### src/rtl/cse_pkg.sv
`timescale 1ns / 1ps
`default_nettype none

package cse_pkg;

   localparam int DATA_W  = 32;
   localparam int IDX_W   = 5;
   localparam int COUNT_W = 6;
   localparam int ADDR_W  = 4;
   localparam int QDEPTH  = 4;
   localparam int QPTR_W  = 2;
   localparam int QCNT_W  = 3;

   localparam logic [COUNT_W-1:0]       COUNT_RESET  = 6'd1;
   localparam logic signed [DATA_W-1:0] SCALE_RESET  = 32'sd16777216;
   localparam logic signed [DATA_W-1:0] OFFSET_RESET = 32'sd0;

   typedef enum logic {
      CMD_LOAD = 1'b0,
      CMD_EVAL = 1'b1
   } cmd_type;

   typedef enum logic [1:0] {
      REG_COEF_COUNT = 2'd0,
      REG_MAP_SCALE  = 2'd1,
      REG_MAP_OFFSET = 2'd2
   } reg_idx_type;

   typedef struct packed {
      cmd_type           cmd;
      logic [IDX_W-1:0]  index;
      logic [DATA_W-1:0] data;
   } item_type;

   typedef struct packed {
      logic     valid;
      item_type item;
   } head_type;

   typedef struct packed {
      logic [COUNT_W-1:0]       count;
      logic signed [DATA_W-1:0] scale;
      logic signed [DATA_W-1:0] offset;
   } cfg_type;

endpackage

`default_nettype wire

### src/rtl/cse_ram.sv
`timescale 1ns / 1ps
`default_nettype none

module cse_ram #(
   parameter int WIDTH = 32,
   parameter int DEPTH = 32,
   localparam int AW = $clog2(DEPTH)
) (
   input  logic             clock,
   input  logic             wr_en,
   input  logic [AW-1:0]    wr_addr,
   input  logic [WIDTH-1:0] wr_data,
   input  logic [AW-1:0]    rd_addr,
   output logic [WIDTH-1:0] rd_data
);

   logic [WIDTH-1:0] mem_ff [DEPTH];
   logic [WIDTH-1:0] rd_data_ff;

   always_ff @(posedge clock) begin
      if (wr_en) begin
         mem_ff[wr_addr] <= wr_data;
      end
      rd_data_ff <= mem_ff[rd_addr];
   end

   assign rd_data = rd_data_ff;

endmodule

`default_nettype wire

### src/rtl/cse_front.sv
`timescale 1ns / 1ps
`default_nettype none

module cse_front (
   input  logic                               clock,
   input  logic                               reset,
   input  logic                               req_valid,
   output logic                               req_stall,
   input  logic                               req_cmd,
   input  logic [cse_pkg::IDX_W-1:0]          req_coef_index,
   input  logic signed [cse_pkg::DATA_W-1:0]  req_coef_value,
   input  logic signed [cse_pkg::DATA_W-1:0]  req_point,
   input  logic                               pop,
   output cse_pkg::head_type                  head
);

   import cse_pkg::*;

   item_type          entries_ff [QDEPTH];
   item_type          item_in;
   logic [QPTR_W-1:0] wr_ptr_ff, wr_ptr_in;
   logic [QPTR_W-1:0] rd_ptr_ff, rd_ptr_in;
   logic [QCNT_W-1:0] count_ff, count_in;
   logic              push;
   logic              do_pop;

   assign req_stall = (count_ff == QCNT_W'(QDEPTH));
   assign push      = req_valid && !req_stall;
   assign do_pop    = pop && (count_ff != '0);

   // a load carries its coefficient, an evaluate its point
   always_comb begin
      item_in.cmd   = cmd_type'(req_cmd);
      item_in.index = req_coef_index;
      item_in.data  = (cmd_type'(req_cmd) == CMD_EVAL) ? req_point : req_coef_value;
   end

   assign wr_ptr_in = push ? wr_ptr_ff + QPTR_W'(1) : wr_ptr_ff;
   assign rd_ptr_in = do_pop ? rd_ptr_ff + QPTR_W'(1) : rd_ptr_ff;
   assign count_in  = count_ff + QCNT_W'(push) - QCNT_W'(do_pop);

   always_ff @(posedge clock) begin
      if (push) begin
         entries_ff[wr_ptr_ff] <= item_in;
      end
   end

   always_ff @(posedge clock) begin
      if (reset) begin
         wr_ptr_ff <= '0;
         rd_ptr_ff <= '0;
         count_ff  <= '0;
      end else begin
         wr_ptr_ff <= wr_ptr_in;
         rd_ptr_ff <= rd_ptr_in;
         count_ff  <= count_in;
      end
   end

   assign head.valid = (count_ff != '0);
   assign head.item  = entries_ff[rd_ptr_ff];

endmodule

`default_nettype wire

### src/rtl/cse_back.sv
`timescale 1ns / 1ps
`default_nettype none

module cse_back #(
   parameter int MAX_COEFFS = 32,
   parameter int FRAC_BITS  = 24
) (
   input  logic                              clock,
   input  logic                              reset,
   input  cse_pkg::cfg_type                  cfg,
   input  cse_pkg::head_type                 head,
   output logic                              pop,
   output logic                              rsp_valid,
   input  logic                              rsp_stall,
   output logic signed [cse_pkg::DATA_W-1:0] rsp_series_value,
   output logic                              rsp_saturated
);

   import cse_pkg::*;

   localparam int AW  = $clog2(MAX_COEFFS);
   localparam int CW  = (AW + 1 > COUNT_W) ? AW + 1 : COUNT_W;
   localparam int ACC_W = 66;
   localparam logic signed [ACC_W-1:0] ACC_MAX = 66'sd2147483647;
   localparam logic signed [ACC_W-1:0] ACC_MIN = -66'sd2147483648;

   typedef enum logic [4:0] {
      S_IDLE = 5'b00001,
      S_MAP  = 5'b00010,
      S_UADD = 5'b00100,
      S_MUL  = 5'b01000,
      S_ACC  = 5'b10000
   } state_type;

   state_type                state_ff, state_in;
   logic [AW-1:0]            k_ff, k_in;
   logic signed [DATA_W-1:0] point_ff, point_in;
   logic signed [63:0]       prod_ff, prod_in;
   logic signed [DATA_W-1:0] u_ff, u_in;
   logic signed [DATA_W-1:0] b1_ff, b1_in;
   logic signed [DATA_W-1:0] b2_ff, b2_in;
   logic                     flag_ff, flag_in;
   logic                     rsp_valid_ff, rsp_valid_in;
   logic signed [DATA_W-1:0] rsp_value_ff, rsp_value_in;
   logic                     rsp_sat_ff, rsp_sat_in;

   logic [CW-1:0]            count_wide;
   logic [AW-1:0]            last_k;
   logic signed [DATA_W-1:0] mul_a, mul_b;
   logic signed [63:0]       m;
   logic signed [ACC_W-1:0]  m_term;
   logic signed [DATA_W-1:0] sum_base, sub;
   logic signed [ACC_W-1:0]  acc;
   logic                     sat_hi, sat_lo, sat_flag;
   logic signed [DATA_W-1:0] sat_val;
   logic [DATA_W-1:0]        rd_data;
   logic                     ram_we;
   logic                     load_ok;
   logic                     out_free;

   cse_ram #(
      .WIDTH (DATA_W),
      .DEPTH (MAX_COEFFS)
   ) u_coef_ram (
      .clock   (clock),
      .wr_en   (ram_we),
      .wr_addr (AW'(head.item.index)),
      .wr_data (head.item.data),
      .rd_addr (k_ff),
      .rd_data (rd_data)
   );

   // zero count acts as one, counts past the table are clipped
   assign count_wide = CW'(cfg.count);
   always_comb begin
      if (count_wide == '0) begin
         last_k = '0;
      end else if (count_wide > CW'(MAX_COEFFS)) begin
         last_k = AW'(MAX_COEFFS - 1);
      end else begin
         last_k = AW'(count_wide - CW'(1));
      end
   end

   assign load_ok = (32'(head.item.index) < MAX_COEFFS);

   assign mul_a   = (state_ff == S_MAP) ? cfg.scale : u_ff;
   assign mul_b   = (state_ff == S_MAP) ? point_ff : b1_ff;
   assign prod_in = 64'(mul_a) * 64'(mul_b);

   // floor division by 2^F
   assign m = prod_ff >>> FRAC_BITS;

   always_comb begin
      sum_base = (state_ff == S_UADD) ? cfg.offset : signed'(rd_data);
      sub      = (state_ff == S_ACC) ? b2_ff : '0;
      if ((state_ff == S_ACC) && (k_ff != '0)) begin
         m_term = ACC_W'(m) <<< 1;
      end else begin
         m_term = ACC_W'(m);
      end
      acc      = ACC_W'(sum_base) + m_term - ACC_W'(sub);
      sat_hi   = (acc > ACC_MAX);
      sat_lo   = (acc < ACC_MIN);
      sat_flag = sat_hi || sat_lo;
      if (sat_hi) begin
         sat_val = 32'sh7fffffff;
      end else if (sat_lo) begin
         sat_val = 32'sh80000000;
      end else begin
         sat_val = acc[DATA_W-1:0];
      end
   end

   assign out_free = !rsp_valid_ff || !rsp_stall;

   always_comb begin
      state_in     = state_ff;
      k_in         = k_ff;
      point_in     = point_ff;
      u_in         = u_ff;
      b1_in        = b1_ff;
      b2_in        = b2_ff;
      flag_in      = flag_ff;
      rsp_value_in = rsp_value_ff;
      rsp_sat_in   = rsp_sat_ff;
      rsp_valid_in = rsp_valid_ff && rsp_stall;
      pop          = 1'b0;
      ram_we       = 1'b0;
      case (state_ff)
         S_IDLE: begin
            if (head.valid) begin
               pop = 1'b1;
               if (head.item.cmd == CMD_EVAL) begin
                  point_in = head.item.data;
                  k_in     = last_k;
                  state_in = S_MAP;
               end else begin
                  ram_we = load_ok;
               end
            end
         end
         S_MAP: begin
            state_in = S_UADD;
         end
         S_UADD: begin
            u_in     = sat_val;
            flag_in  = sat_flag;
            b1_in    = '0;
            b2_in    = '0;
            state_in = S_MUL;
         end
         S_MUL: begin
            state_in = S_ACC;
         end
         S_ACC: begin
            if (k_ff != '0) begin
               b1_in    = sat_val;
               b2_in    = b1_ff;
               flag_in  = flag_ff || sat_flag;
               k_in     = k_ff - AW'(1);
               state_in = S_MUL;
            end else if (out_free) begin
               rsp_valid_in = 1'b1;
               rsp_value_in = sat_val;
               rsp_sat_in   = flag_ff || sat_flag;
               state_in     = S_IDLE;
            end
         end
         default: begin
            state_in = S_IDLE;
         end
      endcase
   end

   always_ff @(posedge clock) begin
      if (reset) begin
         state_ff     <= S_IDLE;
         rsp_valid_ff <= 1'b0;
      end else begin
         state_ff     <= state_in;
         rsp_valid_ff <= rsp_valid_in;
      end
   end

   always_ff @(posedge clock) begin
      if ((state_ff == S_MAP) || (state_ff == S_MUL)) begin
         prod_ff <= prod_in;
      end
      k_ff         <= k_in;
      point_ff     <= point_in;
      u_ff         <= u_in;
      b1_ff        <= b1_in;
      b2_ff        <= b2_in;
      flag_ff      <= flag_in;
      rsp_value_ff <= rsp_value_in;
      rsp_sat_ff   <= rsp_sat_in;
   end

   assign rsp_valid        = rsp_valid_ff;
   assign rsp_series_value = rsp_value_ff;
   assign rsp_saturated    = rsp_sat_ff;

endmodule

`default_nettype wire

### src/rtl/chebyshev_series_evaluator.sv
`timescale 1ns / 1ps
`default_nettype none

// Chebyshev series evaluator, Clenshaw recurrence in signed Q8.24.
// req_ channel: cmd 0 loads coef_value into table entry coef_index (one per
// cycle while the engine is idle), cmd 1 evaluates the series at point. A
// transfer happens when req_valid is high and req_stall is low; a four-entry
// queue sits behind it. rsp_ channel: one result per evaluate, held in an
// output register until a transfer with rsp_stall low. Loads give no
// result. An evaluate passes the queue, two steps to map the point, then
// for each coefficient the single 32x32 multiplier and the accumulate and
// clamp step that follows it; one evaluate ends before the next starts.
// While a result waits under stall the engine keeps taking loads and
// evaluates; it holds only when it has a second result ready. Configuration
// (coef_count, map_scale, map_offset at 0x0, 0x4, 0x8) is written over the
// APB port; the user must write it only while the block is idle, which the
// block itself does not enforce. Synchronous reset empties the queue, drops
// any pending result and restores the registers; the coefficient table keeps
// no reset value and must be loaded.

module chebyshev_series_evaluator #(
   parameter int MAX_COEFFS = 32,
   parameter int FRAC_BITS  = 24
) (
   input  logic                              clock,
   input  logic                              reset,
   input  logic                              req_valid,
   output logic                              req_stall,
   input  logic                              req_cmd,
   input  logic [cse_pkg::IDX_W-1:0]         req_coef_index,
   input  logic signed [cse_pkg::DATA_W-1:0] req_coef_value,
   input  logic signed [cse_pkg::DATA_W-1:0] req_point,
   output logic                              rsp_valid,
   input  logic                              rsp_stall,
   output logic signed [cse_pkg::DATA_W-1:0] rsp_series_value,
   output logic                              rsp_saturated,
   input  logic                              psel,
   input  logic                              penable,
   input  logic                              pwrite,
   input  logic [cse_pkg::ADDR_W-1:0]        paddr,
   input  logic [cse_pkg::DATA_W-1:0]        pwdata,
   output logic [cse_pkg::DATA_W-1:0]        prdata,
   output logic                              pready
);

   import cse_pkg::*;

   // unit scale at the configured fraction width
   localparam logic signed [DATA_W-1:0] SCALE_ONE = DATA_W'(1) << FRAC_BITS;

   logic [COUNT_W-1:0]       count_ff, count_in;
   logic signed [DATA_W-1:0] scale_ff, scale_in;
   logic signed [DATA_W-1:0] offset_ff, offset_in;
   logic                     csr_wr;
   reg_idx_type              reg_idx;
   cfg_type                  cfg;
   head_type                 head;
   logic                     pop;

   assign pready  = 1'b1;
   assign csr_wr  = psel && penable && pwrite;
   assign reg_idx = reg_idx_type'(paddr[ADDR_W-1:2]);

   always_comb begin
      count_in  = count_ff;
      scale_in  = scale_ff;
      offset_in = offset_ff;
      prdata    = '0;
      case (reg_idx)
         REG_COEF_COUNT: begin
            prdata = DATA_W'(count_ff);
            if (csr_wr) begin
               count_in = pwdata[COUNT_W-1:0];
            end
         end
         REG_MAP_SCALE: begin
            prdata = scale_ff;
            if (csr_wr) begin
               scale_in = pwdata;
            end
         end
         REG_MAP_OFFSET: begin
            prdata = offset_ff;
            if (csr_wr) begin
               offset_in = pwdata;
            end
         end
         default: begin
            prdata = '0;
         end
      endcase
   end

   always_ff @(posedge clock) begin
      if (reset) begin
         count_ff  <= COUNT_RESET;
         scale_ff  <= SCALE_ONE;
         offset_ff <= OFFSET_RESET;
      end else begin
         count_ff  <= count_in;
         scale_ff  <= scale_in;
         offset_ff <= offset_in;
      end
   end

   assign cfg.count  = count_ff;
   assign cfg.scale  = scale_ff;
   assign cfg.offset = offset_ff;

   cse_front u_front (
      .clock          (clock),
      .reset          (reset),
      .req_valid      (req_valid),
      .req_stall      (req_stall),
      .req_cmd        (req_cmd),
      .req_coef_index (req_coef_index),
      .req_coef_value (req_coef_value),
      .req_point      (req_point),
      .pop            (pop),
      .head           (head)
   );

   cse_back #(
      .MAX_COEFFS (MAX_COEFFS),
      .FRAC_BITS  (FRAC_BITS)
   ) u_back (
      .clock            (clock),
      .reset            (reset),
      .cfg              (cfg),
      .head             (head),
      .pop              (pop),
      .rsp_valid        (rsp_valid),
      .rsp_stall        (rsp_stall),
      .rsp_series_value (rsp_series_value),
      .rsp_saturated    (rsp_saturated)
   );

endmodule

`default_nettype wire

### config.mk
export PLATFORM = sky130hd
export DESIGN_NAME = chebyshev_series_evaluator
export DESIGN_NICKNAME = d
export VERILOG_FILES = /design/src/rtl/cse_pkg.sv /design/src/rtl/cse_ram.sv /design/src/rtl/cse_front.sv /design/src/rtl/cse_back.sv /design/src/rtl/chebyshev_series_evaluator.sv
export SDC_FILE = /design/constraint.sdc
export NUM_CORES = 2
export LEC_CHECK = 0
export ABC_AREA = 1
export BUFFER_PORTS_ARGS = -buffer_cell sky130_fd_sc_hd__buf_2
export CORE_ASPECT_RATIO = 0.75
export CORE_MARGIN = 3
export CORE_UTILIZATION = 45
export CTS_BUF_LIST = sky130_fd_sc_hd__clkbuf_4 sky130_fd_sc_hd__clkbuf_8
export DETAILED_ROUTE_END_ITERATION = 8
export GPL_TIMING_DRIVEN = 0
export PLACE_DENSITY = 0.59
export SLEW_MARGIN = 0
export SYNTH_ARGS = -nofsm -noshare
export SYNTH_HDL_FRONTEND = slang
export SYNTH_SLANG_ARGS = --single-unit
### constraint.sdc
create_clock -name clock -period 13.7 [get_ports clock]
set_input_delay 2.055 -clock clock [delete_from_list [all_inputs] [get_ports clock]]
set_output_delay 2.055 -clock clock [all_outputs]
set_load 0.05 [all_outputs]
==> results.rst <==
.. list-table::
   :header-rows: 1

   * - Metric
     - Value
   * - Reg-to-reg critical path startpoint
     - u_back.state_ff[3]$_SDFFE_PP0P_
   * - Antenna violations before repair
     - 43
   * - Count of mapped cells out of synthesis
     - 9588
   * - CTS sink cnt
     - 1500
   * - Number of pins exceeding their max-slew limit in the final report
     - 21
   * - Critical Path Fanout Max
     - 10
   * - Number of clock buffers inserted by TritonCTS
     - 234
   * - Mapped cell area
     - 0.0989 sq mm
   * - Combined buffer and inverter count along the critical path
     - 9
   * - Setup slack at placement
     - 2.34 ns
   * - Clock slew seen by the registers of the worst setup and hold paths
     - 0.06 ns
   * - Critical Path End Type
     - flip-flop
   * - Post-synthesis async set-or-reset flop share
     - 0
   * - HPWL reported at the end of detailed placement
     - 326 mm
   * - Run status
     - complete, but fails checks
   * - Startpoint-to-endpoint class of the critical path
     - reg -> reg
   * - Detail-routed net length per standard cell
     - 31.1 microns
   * - Number of antenna-violating nets in the routed design
     - 0
   * - Terminus of the critical flop-to-flop path
     - u_back.prod_ff[62]$_DFFE_PP_
   * - Compound-gate portion of the synthesized area
     - 0.0886
   * - Type of the worst min-delay path
     - reg -> reg
   * - Post-CTS resize count
     - 0
   * - DR vias
     - 76666
   * - First-pass DRT Iterations
     - 9
   * - Time the worst path needs with I/O delays and setup
     - 11.80 ns
   * - Average cell area after synthesis
     - 10.3 sq um
   * - Final TNS setup
     - 0 ns
   * - YS warnings
     - 0
   * - Setup repair after global routing missed its margin
     - no
   * - Startpoint of the tightest hold check path
     - u_front.rd_ptr_ff[0]$_SDFFE_PP0P_
   * - Final setup fails
     - 0
   * - Number of buffers between clock root and the deepest sink
     - 3
   * - Worst-case hold path end point
     - u_front.rd_ptr_ff[0]$_SDFFE_PP0P_
   * - Final worst-path setup slack
     - 1.90 ns
   * - Starting utilization of the core area
     - 0.454
   * - Failing checks
     - max-capacitance violations, max-slew violations
   * - Number of distinct library cell variants in the gate-level netlist after synthesis
     - 54
   * - Placeable core region
     - 0.218 sq mm
   * - Cell accounting for the most synthesized area
     - sky130_fd_sc_hd__edfxtp_1
   * - FF/Latch Area
     - 0.0439 sq mm
   * - Maximum number of pins on one net before global-route repair
     - 66
   * - Top area cells in the synthesized netlist
     - sky130_fd_sc_hd__edfxtp_1 (42%), sky130_fd_sc_hd__fa_1 (23%), sky130_fd_sc_hd__nor2_1 (6.0%)
   * - Total setup buffers inserted after CTS
     - 0
   * - First-pass GRT wire length
     - 574 mm
   * - Remaining max-slew budget at the tightest pin
     - -0.0492
   * - Most common cell type on the critical path
     - sky130_fd_sc_hd__fa_1
   * - Commonest register cell after synthesis
     - sky130_fd_sc_hd__edfxtp_1
   * - Number of DRC violations after detailed routing
     - 0
   * - Dominant combinational cell family by area after synthesis
     - adder cells
   * - Final weighted congestion of routability-driven global placement
     - 1.07
   * - Number of buffers inserted by port buffering
     - 176
   * - Post-synthesis net count
     - 11056
   * - Post-synthesis share of cell area spent on full adders, half adders and majority gates
     - 0.257
   * - CTS tree
     - done
   * - Insertion delay of the later-clocked pin in the worst-skew pair
     - 1.02 ns
   * - Share of the synthesized netlist area taken by xor and xnor gates
     - 0.00681
   * - I/O Pins
     - 181
   * - # fillers
     - 20099
   * - Via count of the first global-routing pass
     - 75184
   * - Final hold violation count
     - 0
   * - Post-synth EDFFs
     - 1383
   * - Yosys reg bits
     - 1500
   * - CP delay by family, top
     - adder cells
   * - Die Footprint
     - 0.225 sq mm
   * - Setup slack on the worst flop-to-flop path
     - 1.90 ns
   * - Placement Rows
     - 148
   * - Detail-routed via count per cell
     - 5.79
   * - Overall track demand over capacity in global routing
     - 0.364
   * - Number of instances on the worst hold path
     - 1
   * - Die Height
     - 412 microns
   * - Achievable clock frequency
     - 84.7 MHz
   * - Layout Skew
     - 0.111 ns
   * - Area of the multi-input gates
     - 0.0482 sq mm
   * - Worst Reg-to-Reg Cells
     - 32
   * - Sequential share of the synthesized area
     - 0.444
   * - Largest incremental delay on the critical path
     - 1.08 ns
   * - Share of post-route cells with drive strength above 1
     - 0.0915
   * - Area Overhead vs Synth
     - 12.2%
   * - Final critical-path share of the clock period
     - 0.862
   * - Worst path arrival time
     - 12.47 ns
   * - Root Buffer
     - sky130_fd_sc_hd__clkbuf_8
   * - Slowest stage cell, crit path
     - sky130_fd_sc_hd__clkinv_1
   * - GR Overflow Total
     - 0
   * - Least-Margin Pin Slew
     - 1.56 ns
   * - Routed Wire Length
     - 411 mm
   * - Share of synthesized area spent on multiplexers
     - 0.0102
   * - First DRT Iteration DRCs
     - 11509
   * - Required time worst endpoint
     - 14.37 ns
   * - Final layout net count
     - 11557
   * - Fraction of the mapped netlist area in simple logic gates
     - 0.117
   * - CP startpoint kind
     - flip-flop
   * - Horizontal extent of the die
     - 547 microns
   * - Share of the synthesized area in the top cell type
     - 0.420
   * - Max_cap viols
     - 4
   * - Number of buffers inserted for hold repair after clock tree synthesis
     - 0
   * - Level count of the clock H-tree
     - 4
layout make-up:
type	count	share of cell area
Antenna cell	23	0.000519
Inverter	1534	0.0519
Sequential cell	1500	0.395
Multi-Input combinational cell	6098	0.434
Buffer	456	0.0164
Timing Repair Buffer	265	0.0246
Clock inverter	114	0.00856
Clock buffer	316	0.0354
Tap cell	2925	0.0330
cell usage in the layout, fill, tap and decap left out, types with 18 or more instances in the layout:
cell	count
sky130_fd_sc_hd__ha_1	232
sky130_fd_sc_hd__nor2_4	41
sky130_fd_sc_hd__dfxtp_1	117
sky130_fd_sc_hd__mux2_2	32
sky130_fd_sc_hd__a21oi_1	224
sky130_fd_sc_hd__xor2_1	42
sky130_fd_sc_hd__clkinv_2	32
sky130_fd_sc_hd__inv_1	1500
sky130_fd_sc_hd__xnor2_1	33
sky130_fd_sc_hd__buf_2	207
sky130_fd_sc_hd__clkbuf_8	248
sky130_fd_sc_hd__buf_16	20
sky130_fd_sc_hd__fa_1	1123
sky130_fd_sc_hd__edfxtp_1	1383
sky130_fd_sc_hd__o21ai_2	44
sky130_fd_sc_hd__mux2i_1	65
sky130_fd_sc_hd__nand2_2	38
sky130_fd_sc_hd__buf_12	59
sky130_fd_sc_hd__diode_2	23
sky130_fd_sc_hd__clkbuf_4	68
sky130_fd_sc_hd__o21ai_0	861
sky130_fd_sc_hd__nand3_1	63
sky130_fd_sc_hd__clkinv_1	73
sky130_fd_sc_hd__nand2_1	1241
sky130_fd_sc_hd__o21ai_1	18
sky130_fd_sc_hd__a21oi_2	26
sky130_fd_sc_hd__nor2_1	1535
sky130_fd_sc_hd__o22ai_1	308
sky130_fd_sc_hd__clkbuf_1	395
sky130_fd_sc_hd__o22ai_4	32
sky130_fd_sc_hd__nand4_1	20
cell families after synthesis:
group                      after synthesis
AOI/OAI and AO/OA                     1582
muxes                                   97
other                                    1
xor gates and xnor gates                76
and+or+nand+nor                       2987
DFF                                   1500
adders and majority gates             1355
buffers and inverters                 1990
worst reg2reg max path, delay by kind of cell, from the launching register on:
family,cells,cell delay [ns]
adders and majority gates,9,4.89
buffers and inverters,9,2.71
and+or+nand+nor,10,1.51
AOI/OAI and AO/OA,3,1.38
xor gates and xnor gates,1,0.63
DFF,1,0.34
cell usage after synthesis (all sizes together) (6+ instances only):
cell and number:
nor2 1585, inv 1517, edfxtp 1383, nand2 1280
fa 1123, o21ai 925, clkbuf 396, o22ai 340
a21oi 250, ha 232, dfxtp 117, nand3 67
mux2i 65, buf 60, xor2 43, xnor2 33
mux2 32, nand4 20, nor3 20, clkinv 17
o31ai 15, o21bai 12, a31oi 9, nor4 6
o221ai 6
per-stage QoR:
step | instances | area [sq um] | utilization | hold slack [ns]
2_1_floorplan | 9588 | 98900 | - | 0.436
3_3_place_gp | 12689 | 103000 | 0.475 | 0.453
3_5_place_dp | 12777 | 106000 | 0.487 | 0.467
4_1_cts | 13207 | 111000 | 0.509 | 0.476
5_1_grt | 13222 | 111000 | 0.510 | 0.512
6_report | 13231 | 111000 | 0.510 | 0.479
layer usage:
metal,routed length [microns],vias up,GRT usage
li1,-,31983,-
met1,173000,38987,0.540
met2,159000,5048,0.477
met3,65000,618,0.157
met4,13800,30,0.110
met5,197,-,0.000427
worst max path at each step:
stage,startpoint,end,slack (ns),cells after the start
finish,u_back.state_ff[3]$_SDFFE_PP0P_,u_back.prod_ff[62]$_DFFE_PP_,1.90,32
global route,u_back.state_ff[1]$_SDFFE_PP0P_,u_back.prod_ff[62]$_DFFE_PP_,1.60,31
CTS,u_back.state_ff[3]$_SDFFE_PP0P_,u_back.prod_ff[62]$_DFFE_PP_,2.26,31
detailed placement,u_back.state_ff[3]$_SDFFE_PP0P_,u_back.prod_ff[62]$_DFFE_PP_,2.34,31
global placement,u_back.state_ff[3]$_SDFFE_PP0P_,u_back.prod_ff[62]$_DFFE_PP_,1.84,30
floorplan,u_back.state_ff[1]$_SDFFE_PP0P_,u_back.prod_ff[60]$_DFFE_PP_,5.48,30
state kept, by name, indices dropped and copies added (netlist names), 5 cells and up, named ones only:
register / flops
u_back.u_coef_ram.mem_ff: 1024
u_back.k_ff: 5
u_back.u_ff: 32
u_front.entries_ff: 152
offset_ff: 32
u_back.prod_ff: 40
u_back.point_ff: 32
scale_ff: 32
u_back.b2_ff: 32
u_back.state_ff: 5
count_ff: 6
u_back.u_coef_ram.rd_data: 32
u_back.rsp_series_value: 32
u_back.b1_ff: 32
Power is not shown: default switching activity piles up to over one toggle a cycle in this logic, so the estimate is an artifact.
